[src/rtl/pulse_period_flow_and_fan_meter_defines.svh]
// ----------------------------------------------------------------------------
// Assertion macros for the pulse period flow and fan meter
// Concurrent checks sampled on the rising clock edge, held off during reset.
// ----------------------------------------------------------------------------
`ifndef PULSE_PERIOD_FLOW_AND_FAN_METER_DEFINES_SVH
`define PULSE_PERIOD_FLOW_AND_FAN_METER_DEFINES_SVH

// The consequent must hold in the same cycle as the antecedent.
`define PPFM_ASSERT_SAME(label, ante, cons, msg) \
	label: assert property (@(posedge clk) disable iff (!arst_n) (ante) |-> (cons)) \
		else $error(msg);

// The consequent must hold in the cycle after the antecedent.
`define PPFM_ASSERT_NEXT(label, ante, cons, msg) \
	label: assert property (@(posedge clk) disable iff (!arst_n) (ante) |=> (cons)) \
		else $error(msg);

`endif

[src/rtl/ppfm_pkg.sv]
// ----------------------------------------------------------------------------
// ppfm_pkg
// Shared types, constants and codes of the pulse period flow and fan meter.
// ----------------------------------------------------------------------------
package ppfm_pkg;

	// Averaging depth and field widths.
	localparam int FILTER_COUNT = 10;
	localparam int CNT_W        = 16;
	localparam int SUM_W        = 20;
	localparam int AVG_W        = 4;
	localparam int FLOW_W       = 10;
	localparam int FAN_W        = 16;
	localparam int STEP_W       = 8;

	// Divider geometry: two quotient bits per cycle.
	localparam int DIV_N_W      = 20;
	localparam int DIV_D_W      = 16;
	localparam int DIV_BITS     = 2;
	localparam int DIV_STEPS    = DIV_N_W / DIV_BITS;
	localparam int DIV_CNT_W    = $clog2(DIV_STEPS);

	// Conversion numerators and offset.
	localparam logic [DIV_N_W-1:0] FLOW_NUM = DIV_N_W'(1000000);
	localparam logic [DIV_N_W-1:0] FAN_NUM  = DIV_N_W'(150000);
	localparam logic [SUM_W-1:0]   FLOW_OFS = SUM_W'(300);

	// Division by constants through reciprocal multiplication.
	// Both reciprocals are rounded up and exact for every 20-bit operand.
	localparam int MUL_W      = 27;
	localparam int PROD_W     = SUM_W + MUL_W;
	localparam int R81_SHIFT  = 27;
	localparam int R81_MUL    = ((2 ** R81_SHIFT) + 80) / 81;
	localparam int AVG_SHIFT  = 25;
	localparam int AVG_MUL    = ((2 ** AVG_SHIFT) + FILTER_COUNT - 1) / FILTER_COUNT;

	// Operation codes passed from the front end to the back end.
	typedef logic [1:0] op_t;
	localparam op_t OP_COUNT = 2'd0;
	localparam op_t OP_PULSE = 2'd1;
	localparam op_t OP_EVAL  = 2'd2;
	localparam op_t OP_NOP   = 2'd3;

	// Configuration register indexes.
	localparam logic [1:0] CFG_TIMEOUT  = 2'd0;
	localparam logic [1:0] CFG_STEP     = 2'd1;
	localparam logic [1:0] CFG_LOW_FLOW = 2'd2;
	localparam logic [1:0] CFG_FLOW_MAX = 2'd3;

	// Configuration reset values.
	localparam logic [CNT_W-1:0]  RST_TIMEOUT  = CNT_W'(1000);
	localparam logic [STEP_W-1:0] RST_STEP     = STEP_W'(5);
	localparam logic [FLOW_W-1:0] RST_LOW_FLOW = FLOW_W'(30);
	localparam logic [FLOW_W-1:0] RST_FLOW_MAX = FLOW_W'(250);

	// Queue between front and back.
	localparam int QDEPTH  = 4;
	localparam int QPTR_W  = $clog2(QDEPTH);
	localparam int QCNT_W  = $clog2(QDEPTH + 1);

	typedef struct packed {
		op_t  op;
		logic ch;
	} item_t;

	typedef struct packed {
		logic [CNT_W-1:0]  timeout_limit;
		logic [STEP_W-1:0] step_threshold;
		logic [FLOW_W-1:0] low_flow_limit;
		logic [FLOW_W-1:0] flow_max;
	} cfg_t;

	typedef struct packed {
		logic              full;
		logic              empty;
		logic [QCNT_W-1:0] count;
	} q_stat_t;

	typedef struct packed {
		logic busy;
		logic out_load;
		logic div_busy;
	} back_stat_t;

endpackage

[src/rtl/pulse_period_flow_and_fan_meter.sv]
// Count, pulse and unused requests pass through the queue and then load the result
// register. An evaluate request runs per channel through the check, a divider run (two
// quotient bits per cycle) and the multiply, cap and averaging steps, flow first and then
// fan, and then loads the result.
// Throughput: one request at a time in the back end; the 4-entry queue absorbs bursts.
// Reset: arst_n clears all counters, buffers, sums and values and loads the defaults.
// ----------------------------------------------------------------------------
// pulse_period_flow_and_fan_meter
// Two-channel tachometer with median-of-three periods and output averaging.
// ----------------------------------------------------------------------------
`include "pulse_period_flow_and_fan_meter_defines.svh"

module pulse_period_flow_and_fan_meter import ppfm_pkg::*; (
	input  logic              clk,
	input  logic              arst_n,
	input  logic              in_valid,
	output logic              in_stall,
	input  logic [1:0]        req_type,
	input  logic              sensor,
	output logic              out_valid,
	input  logic              out_stall,
	output logic [FLOW_W-1:0] flow_value,
	output logic [FAN_W-1:0]  fan_speed,
	input  logic              cfg_valid,
	output logic              cfg_ready,
	input  logic [1:0]        cfg_index,
	input  logic [CNT_W-1:0]  cfg_data
);

	cfg_t       cfg_q;
	logic       push;
	item_t      push_item;
	item_t      q_head;
	logic       q_pop;
	q_stat_t    q_stat;
	back_stat_t back_stat;

	// Configuration registers; a write is always accepted, as cfg_ready is tied high.
	always_ff @(posedge clk or negedge arst_n) begin
		if (!arst_n) begin
			cfg_q.timeout_limit  <= RST_TIMEOUT;
			cfg_q.step_threshold <= RST_STEP;
			cfg_q.low_flow_limit <= RST_LOW_FLOW;
			cfg_q.flow_max       <= RST_FLOW_MAX;
		end else if (cfg_valid) begin
			case (cfg_index)
				CFG_TIMEOUT:  cfg_q.timeout_limit  <= cfg_data;
				CFG_STEP:     cfg_q.step_threshold <= cfg_data[STEP_W-1:0];
				CFG_LOW_FLOW: cfg_q.low_flow_limit <= cfg_data[FLOW_W-1:0];
				CFG_FLOW_MAX: cfg_q.flow_max       <= cfg_data[FLOW_W-1:0];
				default: ;
			endcase
		end
	end

	assign cfg_ready = 1'b1;

	// Request decode.
	ppfm_front u_front (
		.in_valid  (in_valid),
		.in_stall  (in_stall),
		.req_type  (req_type),
		.sensor    (sensor),
		.q_full    (q_stat.full),
		.push      (push),
		.push_item (push_item)
	);

	// Decoupling queue.
	ppfm_fifo u_fifo (
		.clk       (clk),
		.arst_n    (arst_n),
		.push      (push),
		.push_item (push_item),
		.pop       (q_pop),
		.head      (q_head),
		.stat      (q_stat)
	);

	// Measurement engine.
	ppfm_back u_back (
		.clk        (clk),
		.arst_n     (arst_n),
		.cfg        (cfg_q),
		.q_valid    (!q_stat.empty),
		.q_item     (q_head),
		.q_pop      (q_pop),
		.out_stall  (out_stall),
		.out_valid  (out_valid),
		.flow_value (flow_value),
		.fan_speed  (fan_speed),
		.stat       (back_stat)
	);

	// Design checks.
	`PPFM_ASSERT_SAME(a_load_free, back_stat.out_load, !out_valid || !out_stall, "result register overwritten")
	`PPFM_ASSERT_NEXT(a_load_shows, back_stat.out_load, out_valid, "loaded result not presented")
	`PPFM_ASSERT_SAME(a_div_in_eval, back_stat.div_busy, back_stat.busy, "divider running while idle")
	`PPFM_ASSERT_SAME(a_q_bound, q_pop, !q_stat.empty, "pop from empty queue")

endmodule

[src/rtl/ppfm_div.sv]
// ----------------------------------------------------------------------------
// ppfm_div
// Iterative restoring divider, two quotient bits per cycle.
// ----------------------------------------------------------------------------
module ppfm_div import ppfm_pkg::*; (
	input  logic               clk,
	input  logic               arst_n,
	input  logic               start,
	input  logic [DIV_N_W-1:0] dividend,
	input  logic [DIV_D_W-1:0] divisor,
	output logic               busy,
	output logic               done,
	output logic [DIV_N_W-1:0] quotient
);

	logic [DIV_D_W-1:0]   rem_q;
	logic [DIV_N_W-1:0]   quo_q;
	logic [DIV_D_W-1:0]   dvs_q;
	logic [DIV_CNT_W-1:0] cnt_q;
	logic                 busy_q;
	logic                 done_q;
	logic [DIV_D_W-1:0]   rem_nxt;
	logic [DIV_N_W-1:0]   quo_nxt;

	// Two dependent shift-and-subtract steps per cycle.
	always_comb begin
		logic [DIV_D_W:0] trial;
		rem_nxt = rem_q;
		quo_nxt = quo_q;
		for (int i = 0; i < DIV_BITS; i++) begin
			trial   = {rem_nxt, quo_nxt[DIV_N_W-1]};
			quo_nxt = {quo_nxt[DIV_N_W-2:0], 1'b0};
			if (trial >= {1'b0, dvs_q}) begin
				trial      = trial - {1'b0, dvs_q};
				quo_nxt[0] = 1'b1;
			end
			rem_nxt = trial[DIV_D_W-1:0];
		end
	end

	// Iteration control; done pulses for one cycle with the quotient ready.
	always_ff @(posedge clk or negedge arst_n) begin
		if (!arst_n) begin
			busy_q <= 1'b0;
			done_q <= 1'b0;
			cnt_q  <= '0;
		end else begin
			done_q <= 1'b0;
			if (start) begin
				busy_q <= 1'b1;
				cnt_q  <= '0;
			end else if (busy_q) begin
				cnt_q <= cnt_q + 1'b1;
				if (cnt_q == DIV_CNT_W'(DIV_STEPS - 1)) begin
					busy_q <= 1'b0;
					done_q <= 1'b1;
				end
			end
		end
	end

	// Datapath registers.
	always_ff @(posedge clk) begin
		if (start) begin
			rem_q <= '0;
			quo_q <= dividend;
			dvs_q <= divisor;
		end else if (busy_q) begin
			rem_q <= rem_nxt;
			quo_q <= quo_nxt;
		end
	end

	assign busy     = busy_q;
	assign done     = done_q;
	assign quotient = quo_q;

endmodule

[src/rtl/ppfm_fifo.sv]
// ----------------------------------------------------------------------------
// ppfm_fifo
// Short queue of decoded requests between the front end and the back end.
// ----------------------------------------------------------------------------
module ppfm_fifo import ppfm_pkg::*; (
	input  logic    clk,
	input  logic    arst_n,
	input  logic    push,
	input  item_t   push_item,
	input  logic    pop,
	output item_t   head,
	output q_stat_t stat
);

	item_t             mem_q [QDEPTH];
	logic [QPTR_W-1:0] wr_ptr_q;
	logic [QPTR_W-1:0] rd_ptr_q;
	logic [QCNT_W-1:0] count_q;

	// Pointer and fill tracking.
	always_ff @(posedge clk or negedge arst_n) begin
		if (!arst_n) begin
			wr_ptr_q <= '0;
			rd_ptr_q <= '0;
			count_q  <= '0;
		end else begin
			if (push) begin
				wr_ptr_q <= wr_ptr_q + 1'b1;
			end
			if (pop) begin
				rd_ptr_q <= rd_ptr_q + 1'b1;
			end
			if (push && !pop) begin
				count_q <= count_q + 1'b1;
			end else if (pop && !push) begin
				count_q <= count_q - 1'b1;
			end
		end
	end

	// Entry storage.
	always_ff @(posedge clk) begin
		if (push) begin
			mem_q[wr_ptr_q] <= push_item;
		end
	end

	assign head       = mem_q[rd_ptr_q];
	assign stat.full  = (count_q == QCNT_W'(QDEPTH));
	assign stat.empty = (count_q == '0);
	assign stat.count = count_q;

endmodule

[src/rtl/ppfm_front.sv]
// ----------------------------------------------------------------------------
// ppfm_front
// Input side: takes request transactions and decodes them into queue entries.
// ----------------------------------------------------------------------------
module ppfm_front import ppfm_pkg::*; (
	input  logic       in_valid,
	output logic       in_stall,
	input  logic [1:0] req_type,
	input  logic       sensor,
	input  logic       q_full,
	output logic       push,
	output item_t      push_item
);

	// Only pulse edges carry a channel; the other requests drop it.
	always_comb begin
		push_item.ch = 1'b0;
		case (req_type)
			OP_COUNT: push_item.op = OP_COUNT;
			OP_PULSE: begin
				push_item.op = OP_PULSE;
				push_item.ch = sensor;
			end
			OP_EVAL:  push_item.op = OP_EVAL;
			default:  push_item.op = OP_NOP;
		endcase
	end

	assign in_stall = q_full;
	assign push     = in_valid && !q_full;

endmodule

[src/rtl/ppfm_back.sv]
// ----------------------------------------------------------------------------
// ppfm_back
// Execution side: period counters, capture buffers, conversion and averaging.
// ----------------------------------------------------------------------------
module ppfm_back import ppfm_pkg::*; (
	input  logic              clk,
	input  logic              arst_n,
	input  cfg_t              cfg,
	input  logic              q_valid,
	input  item_t             q_item,
	output logic              q_pop,
	input  logic              out_stall,
	output logic              out_valid,
	output logic [FLOW_W-1:0] flow_value,
	output logic [FAN_W-1:0]  fan_speed,
	output back_stat_t        stat
);

	localparam logic [3:0] ST_IDLE    = 4'd0;
	localparam logic [3:0] ST_CHECK   = 4'd1;
	localparam logic [3:0] ST_CONV    = 4'd2;
	localparam logic [3:0] ST_DIV     = 4'd3;
	localparam logic [3:0] ST_MUL81   = 4'd4;
	localparam logic [3:0] ST_SHIFT81 = 4'd5;
	localparam logic [3:0] ST_CAP     = 4'd6;
	localparam logic [3:0] ST_APPLY   = 4'd7;
	localparam logic [3:0] ST_AVGMUL  = 4'd8;
	localparam logic [3:0] ST_AVGSET  = 4'd9;
	localparam logic [3:0] ST_EMIT    = 4'd10;

	logic [3:0]        state_q;
	logic              ch_q;
	logic [CNT_W-1:0]  pcnt_q [2];
	logic [CNT_W-1:0]  pbuf_q [2][3];
	logic [1:0]        cap_q  [2];
	logic              full_q [2];
	logic [AVG_W-1:0]  avg_q  [2];
	logic [SUM_W-1:0]  sum_q  [2];
	logic [FLOW_W-1:0] flow_val_q;
	logic [FAN_W-1:0]  fan_val_q;
	logic [CNT_W-1:0]  p_q;
	logic [SUM_W-1:0]  r_q;
	logic [FAN_W-1:0]  v_q;
	logic [PROD_W-1:0] prod_q;
	logic              out_valid_q;
	logic [FLOW_W-1:0] flow_out_q;
	logic [FAN_W-1:0]  fan_out_q;

	logic              out_free;
	logic              out_load;
	logic              div_start;
	logic              div_busy;
	logic              div_done;
	logic [DIV_N_W-1:0] div_quo;
	logic [CNT_W-1:0]  lo;
	logic [CNT_W-1:0]  hi;
	logic [CNT_W-1:0]  med;
	logic              timed_out;
	logic              jump;
	logic [SUM_W-1:0]  sum_add;
	logic [SUM_W-1:0]  sum_cap;
	logic [SUM_W-1:0]  sum_new;
	logic [AVG_W-1:0]  avg_new;
	logic [FAN_W-1:0]  r_capped;
	logic [SUM_W-1:0]  mul_a;
	logic [MUL_W-1:0]  mul_b;
	logic [PROD_W-1:0] prod;

	// Shared divider for the period conversions.
	ppfm_div u_div (
		.clk      (clk),
		.arst_n   (arst_n),
		.start    (div_start),
		.dividend (ch_q ? FAN_NUM : FLOW_NUM),
		.divisor  (p_q),
		.busy     (div_busy),
		.done     (div_done),
		.quotient (div_quo)
	);

	// Median of the selected channel; lo and hi are written back sorted.
	always_comb begin
		logic [CNT_W-1:0] b0;
		logic [CNT_W-1:0] b1;
		logic [CNT_W-1:0] b2;
		b0  = pbuf_q[ch_q][0];
		b1  = pbuf_q[ch_q][1];
		b2  = pbuf_q[ch_q][2];
		lo  = (b1 < b0) ? b1 : b0;
		hi  = (b1 < b0) ? b0 : b1;
		if (b2 >= lo && b2 <= hi) begin
			med = b2;
		end else if (b2 < lo) begin
			med = lo;
		end else begin
			med = hi;
		end
	end

	// Timeout, jump detection and running sum update.
	always_comb begin
		logic [CNT_W:0] v17;
		logic [CNT_W:0] cur17;
		logic [CNT_W:0] st17;
		v17       = {1'b0, v_q};
		cur17     = (CNT_W+1)'(flow_val_q);
		st17      = (CNT_W+1)'(cfg.step_threshold);
		timed_out = (pcnt_q[ch_q] >= cfg.timeout_limit);
		jump      = !ch_q && ((v17 >= cur17 + st17) || (cur17 >= v17 + st17)) &&
			(flow_val_q <= cfg.low_flow_limit);
		sum_add   = sum_q[ch_q] + SUM_W'(v_q);
		sum_cap   = SUM_W'(cfg.flow_max) * SUM_W'(FILTER_COUNT);
		sum_new   = (!ch_q && sum_add > sum_cap) ? sum_cap : sum_add;
		avg_new   = avg_q[ch_q] + 1'b1;
	end

	// Caps on the converted value.
	always_comb begin
		r_capped = (r_q > SUM_W'(16'hFFFF)) ? 16'hFFFF : r_q[FAN_W-1:0];
		if (!ch_q && r_capped > FAN_W'(cfg.flow_max)) begin
			r_capped = FAN_W'(cfg.flow_max);
		end
	end

	// One shared constant multiplier for both reciprocal divisions.
	always_comb begin
		if (state_q == ST_MUL81) begin
			mul_a = r_q;
			mul_b = MUL_W'(R81_MUL);
		end else begin
			mul_a = sum_q[ch_q];
			mul_b = MUL_W'(AVG_MUL);
		end
		prod = PROD_W'(mul_a) * PROD_W'(mul_b);
	end

	assign out_free  = !out_valid_q || !out_stall;
	assign q_pop     = (state_q == ST_IDLE) && q_valid && out_free;
	assign out_load  = (q_pop && q_item.op != OP_EVAL) || (state_q == ST_EMIT);
	assign div_start = (state_q == ST_CONV) && (p_q != '0);

	// Sequencer and channel state.
	always_ff @(posedge clk or negedge arst_n) begin
		if (!arst_n) begin
			state_q     <= ST_IDLE;
			ch_q        <= 1'b0;
			flow_val_q  <= '0;
			fan_val_q   <= '0;
			out_valid_q <= 1'b0;
			for (int i = 0; i < 2; i++) begin
				pcnt_q[i] <= '0;
				cap_q[i]  <= '0;
				full_q[i] <= 1'b0;
				avg_q[i]  <= '0;
				sum_q[i]  <= '0;
				for (int k = 0; k < 3; k++) begin
					pbuf_q[i][k] <= '0;
				end
			end
		end else begin
			// A result stays valid until taken, unless a new one is loaded.
			out_valid_q <= out_load || (out_valid_q && out_stall);
			case (state_q)
				ST_IDLE: begin
					if (q_pop) begin
						case (q_item.op)
							OP_COUNT: begin
								for (int i = 0; i < 2; i++) begin
									if (pcnt_q[i] != 16'hFFFF) begin
										pcnt_q[i] <= pcnt_q[i] + 1'b1;
									end
								end
							end
							OP_PULSE: begin
								if (cap_q[q_item.ch] != 2'd3) begin
									for (int k = 0; k < 3; k++) begin
										if (cap_q[q_item.ch] == 2'(k)) begin
											pbuf_q[q_item.ch][k] <= pcnt_q[q_item.ch];
										end
									end
									cap_q[q_item.ch] <= cap_q[q_item.ch] + 1'b1;
									if (cap_q[q_item.ch] == 2'd2) begin
										full_q[q_item.ch] <= 1'b1;
									end
								end
								pcnt_q[q_item.ch] <= '0;
							end
							OP_EVAL: begin
								ch_q    <= 1'b0;
								state_q <= ST_CHECK;
							end
							default: ;
						endcase
					end
				end
				ST_CHECK: begin
					if (timed_out) begin
						pcnt_q[ch_q] <= cfg.timeout_limit;
						if (ch_q) begin
							fan_val_q <= '0;
							state_q   <= ST_EMIT;
						end else begin
							flow_val_q <= '0;
							ch_q       <= 1'b1;
						end
					end else if (!full_q[ch_q]) begin
						if (ch_q) begin
							state_q <= ST_EMIT;
						end else begin
							ch_q <= 1'b1;
						end
					end else begin
						pbuf_q[ch_q][0] <= lo;
						pbuf_q[ch_q][1] <= hi;
						state_q         <= ST_CONV;
					end
				end
				ST_CONV: begin
					if (p_q == '0) begin
						state_q <= ST_CAP;
					end else begin
						state_q <= ST_DIV;
					end
				end
				ST_DIV: begin
					if (div_done) begin
						state_q <= ch_q ? ST_CAP : ST_MUL81;
					end
				end
				ST_MUL81:   state_q <= ST_SHIFT81;
				ST_SHIFT81: state_q <= ST_CAP;
				ST_CAP:     state_q <= ST_APPLY;
				ST_APPLY: begin
					if (jump) begin
						flow_val_q <= v_q[FLOW_W-1:0];
						avg_q[0]   <= '0;
						sum_q[0]   <= '0;
						state_q    <= ST_EMIT;
					end else begin
						avg_q[ch_q]  <= avg_new;
						sum_q[ch_q]  <= sum_new;
						cap_q[ch_q]  <= '0;
						full_q[ch_q] <= 1'b0;
						if (avg_new >= AVG_W'(FILTER_COUNT)) begin
							state_q <= ST_AVGMUL;
						end else if (ch_q) begin
							state_q <= ST_EMIT;
						end else begin
							ch_q    <= 1'b1;
							state_q <= ST_CHECK;
						end
					end
				end
				ST_AVGMUL: state_q <= ST_AVGSET;
				ST_AVGSET: begin
					avg_q[ch_q] <= '0;
					sum_q[ch_q] <= '0;
					if (ch_q) begin
						fan_val_q <= prod_q[AVG_SHIFT +: FAN_W];
						state_q   <= ST_EMIT;
					end else begin
						flow_val_q <= prod_q[AVG_SHIFT +: FLOW_W];
						ch_q       <= 1'b1;
						state_q    <= ST_CHECK;
					end
				end
				ST_EMIT: state_q <= ST_IDLE;
				default: state_q <= ST_IDLE;
			endcase
		end
	end

	// Datapath registers of the conversion.
	always_ff @(posedge clk) begin
		if (state_q == ST_CHECK) begin
			p_q <= med;
		end
		if (state_q == ST_CONV && p_q == '0) begin
			r_q <= SUM_W'(20'hFFFF);
		end
		if (state_q == ST_DIV && div_done) begin
			r_q <= ch_q ? div_quo : div_quo + FLOW_OFS;
		end
		if (state_q == ST_SHIFT81) begin
			r_q <= prod_q[R81_SHIFT +: SUM_W];
		end
		if (state_q == ST_CAP) begin
			v_q <= r_capped;
		end
		if (state_q == ST_MUL81 || state_q == ST_AVGMUL) begin
			prod_q <= prod;
		end
	end

	// Result register.
	always_ff @(posedge clk) begin
		if (out_load) begin
			flow_out_q <= flow_val_q;
			fan_out_q  <= fan_val_q;
		end
	end

	assign out_valid     = out_valid_q;
	assign flow_value    = flow_out_q;
	assign fan_speed     = fan_out_q;
	assign stat.busy     = (state_q != ST_IDLE);
	assign stat.out_load = out_load;
	assign stat.div_busy = div_busy;

endmodule

[config.mk]
export PLATFORM = sky130hd
export DESIGN_NAME = pulse_period_flow_and_fan_meter
export DESIGN_NICKNAME = d
export VERILOG_FILES = /design/src/rtl/ppfm_pkg.sv /design/src/rtl/pulse_period_flow_and_fan_meter.sv /design/src/rtl/ppfm_div.sv /design/src/rtl/ppfm_fifo.sv /design/src/rtl/ppfm_front.sv /design/src/rtl/ppfm_back.sv
export VERILOG_INCLUDE_DIRS = /design/src /design/src/rtl
export SDC_FILE = /design/constraint.sdc
export NUM_CORES = 2
export LEC_CHECK = 0
export BUFFER_PORTS_ARGS = -buffer_cell sky130_fd_sc_hd__buf_2
export CORE_MARGIN = 3
export CORE_UTILIZATION = 65
export CTS_CLUSTER_SIZE = 8
export DETAILED_ROUTE_END_ITERATION = 8
export PLACE_DENSITY = 0.86
export SLEW_MARGIN = 15
export SYNTH_ARGS = -nofsm -noshare
export SYNTH_HDL_FRONTEND = slang
export SYNTH_SLANG_ARGS = --single-unit
[constraint.sdc]
create_clock -name clk -period 9.8 [get_ports clk]
set_clock_uncertainty 0.05 [all_clocks]
set_input_delay 1.96 -clock clk [delete_from_list [all_inputs] [get_ports clk]]
set_output_delay 1.96 -clock clk [all_outputs]
set_load 0.02 [all_outputs]
==> flow_summary.toml <==
[final_layout]
final_area_sq_mm = 0.0395
area_delta_synth_final_pct = 7.74
final_cells = 4442
nets = 4313
drive_gt1_share_pct = 12.8
n_fill_cell = 3791
diodes = 0

[setup_path]
crit_type = "reg2reg"
critPathLaunchType = "register"
crit_fanout = 19
cp_slowest_stage_delay_ps = 730
required_ps = 10090
reg2reg_depth = 28
cp_common_cell = "inv_1"
crit_arrival_ps = 9460
timing.rr.end = "u_back.prod_q[41]"
rrSetupSlack_ps = 630
r2r-start = "u_back.state_q[2]"
endpoint_kind = "register"
slowest_stage = "o41ai_1"

[sta]
worst_pin_slew_ps = 1270
tns_ps = 0
max_slew_margin_pct = 15.2
slew_viol_final = 0
period_minus_slack_ps = 9170
clock.fmax_mhz = 109
whs_ps = 395
setup_viol = 0
period_share_pct = 93.6
rsz0062_at_grt = "no"
hold_viol = 0

[clock_network]
cts_resized = 0
cts_buffer_depth = 3
htree_levels = 2
cts_sinks = 430
cts_tree = "yes"
hold_buffers = 0
path_clk_slew_ps = 60
cts_root_buf = "clkbuf_16"
clk_latency_ps = 660
numCtsBuffers = 60
cts_setup_buffers = 0

[logic_synthesis]
synth_cell_type_count = 93
syn_avg_cell_area_sq_um = 10.2
synth_edf_count = 143
yosysWarnings = 0
synth_ff_type = "dfrtp_1"
synth_async_sr_flop_share_pct = 63.0
netlist_top_cells_area = "dfrtp_1, ha_1, fa_1, edfxtp_1, mux2_2"
netlist.top_cell.by_area = "dfrtp_1"
synth.most_common_cell = "inv_1"
synth_common_cells = "inv_1, ha_1, dfrtp_1"
synth_area_sq_mm = 0.0367
synth-seq-cells = 430
synthCells = 3599
seq_area_frac_synth_pct = 31.1
netlist.area_leader.share_pct = 17.3

[routing]
drt_pass1_iterations = 6
vias_per_cell = 6.41
vias = 28463
antenna_left = 0
drt-initial-drc-count = 3130
dr_wl_met3_microns = 11800
wl_microns = 100000
top_layer = "met4"
wl_met1_microns = 41400
met2_length_microns = 43400
wl_per_cell_microns = 22.6
drc = 0

[die]
core.rowCount = 86
start_util_pct = 66.2
die_y_microns = 244
io_pins = 55
core_area_sq_mm = 0.0554
die_w_microns = 244
dieArea_sq_mm = 0.0593

[placement]
routabilityCongestion = 1.03
port_buffers = 53
placed_area_sq_mm = 0.0377
placedCellCount = 4333
dpl.hpwl_microns = 75200

[global_routing]
grtUsageTotal_pct = 33.9
grt_start_max_net_pins = 170
antenna_found_initial = 1
grt_pass1_wl_microns = 159000
grt_pass1_vias = 28557
overflow = 0

[hold_path]
hold_end = "u_back.fan_speed[3]"
hold_path_class = "reg2reg"
min_from = "u_back.fan_val_q[3]"
whs_path_depth = 0

[job]
max_cap_viol_count = 0

[run_status]
status = "complete, no violations"
-- worst max path at each step --
stage	startpoint	end	slack [ps]
final	u_back.state_q[2]	u_back.prod_q[41]	630
after global routing	u_back.state_q[2]	u_back.prod_q[41]	200
after CTS	u_back.state_q[2]	u_back.prod_q[41]	800
after detailed placement	u_back.state_q[2]	u_back.prod_q[41]	930
after global placement	u_back.state_q[2]	u_back.prod_q[41]	1060
after floorplan	u_back.ch_q	u_back.prod_q[41]	1550
-- routing by layer --
| metal | track usage (%) | up-vias |
|---|---|---|
| met2 | 51.5 | 1555 |
| met3 | 9.87 | 265 |
| met5 | 0 | - |
| li1 | - | 12735 |
| met4 | 11.6 | 0 |
| met1 | 47.0 | 13908 |
-- area by class of cell --
cell class | instances | area, sq um | share of cell area, %
Clock buffer | 105 | 1680 | 4.25
Multi-Input combinational cell | 2592 | 23100 | 58.4
Clock inverter | 4 | 70.1 | 0.177
Tap cell | 748 | 936 | 2.37
Sequential cell | 430 | 11400 | 28.9
Timing Repair Buffer | 87 | 543 | 1.37
Inverter | 476 | 1790 | 4.52
-- kinds of logic (layout without fill, tap and decap cells) --
kind of cell	after synthesis	count (layout)	share of synthesized area (%)
flops	430	430	31.1
fa+ha+maj	640	640	26.4
mux	347	347	10.6
xor+xnor	113	113	2.70
compound gates	723	723	12.9
other cells	2	37	0.0205
buf+inv	612	672	6.47
simple gates	732	732	9.77
-- registers in the layout, summed over array words and instances, names as in the netlist, 17 cells and up --
name and cells:
u_back.pbuf_q 96, cfg_q 44, u_back.sum_q 40, u_back.pcnt_q 32
u_back.r_q 20, u_back.u_div.quotient 20, u_back.prod_q 17
-- cells in the final DEF (no fill, tap or decap), types with 23 or more instances in the layout --
master	instances
clkbuf_1	44
nand4_1	61
xor2_1	37
a21o_1	54
a21oi_1	141
buf_4	33
ha_1	415
mux2i_1	89
nor2b_1	24
nor3_1	51
mux2_2	244
edfxtp_1	143
o21ai_0	201
o21a_1	29
clkbuf_16	60
conb_1	37
xnor2_1	76
nand2b_1	31
buf_2	52
nor2_1	152
dfrtp_1	252
o22ai_1	70
and2_1	26
nand3_1	72
inv_1	472
fa_1	225
nand2_1	209
a22o_1	23
-- worst max-delay path, delay by kind of cell, from the launching register on --
| kind | cells | cell delay [ps] |
|---|---|---|
| fa+ha+maj | 8 | 3600 |
| xor+xnor | 1 | 80 |
| buf+inv | 8 | 760 |
| simple gates | 3 | 1090 |
| flops | 1 | 620 |
| compound gates | 8 | 2610 |
-- per-stage QoR --
step	utilization, %	worst slack (ps)
after global routing	71.3	205
after CTS	71.3	797
after floorplan	-	1550
after detailed placement	68.1	928
final	71.3	631
after global placement	68.1	1060
Power is not shown: default switching activity piles up to over one toggle a cycle in this logic, so the estimate is an artifact.
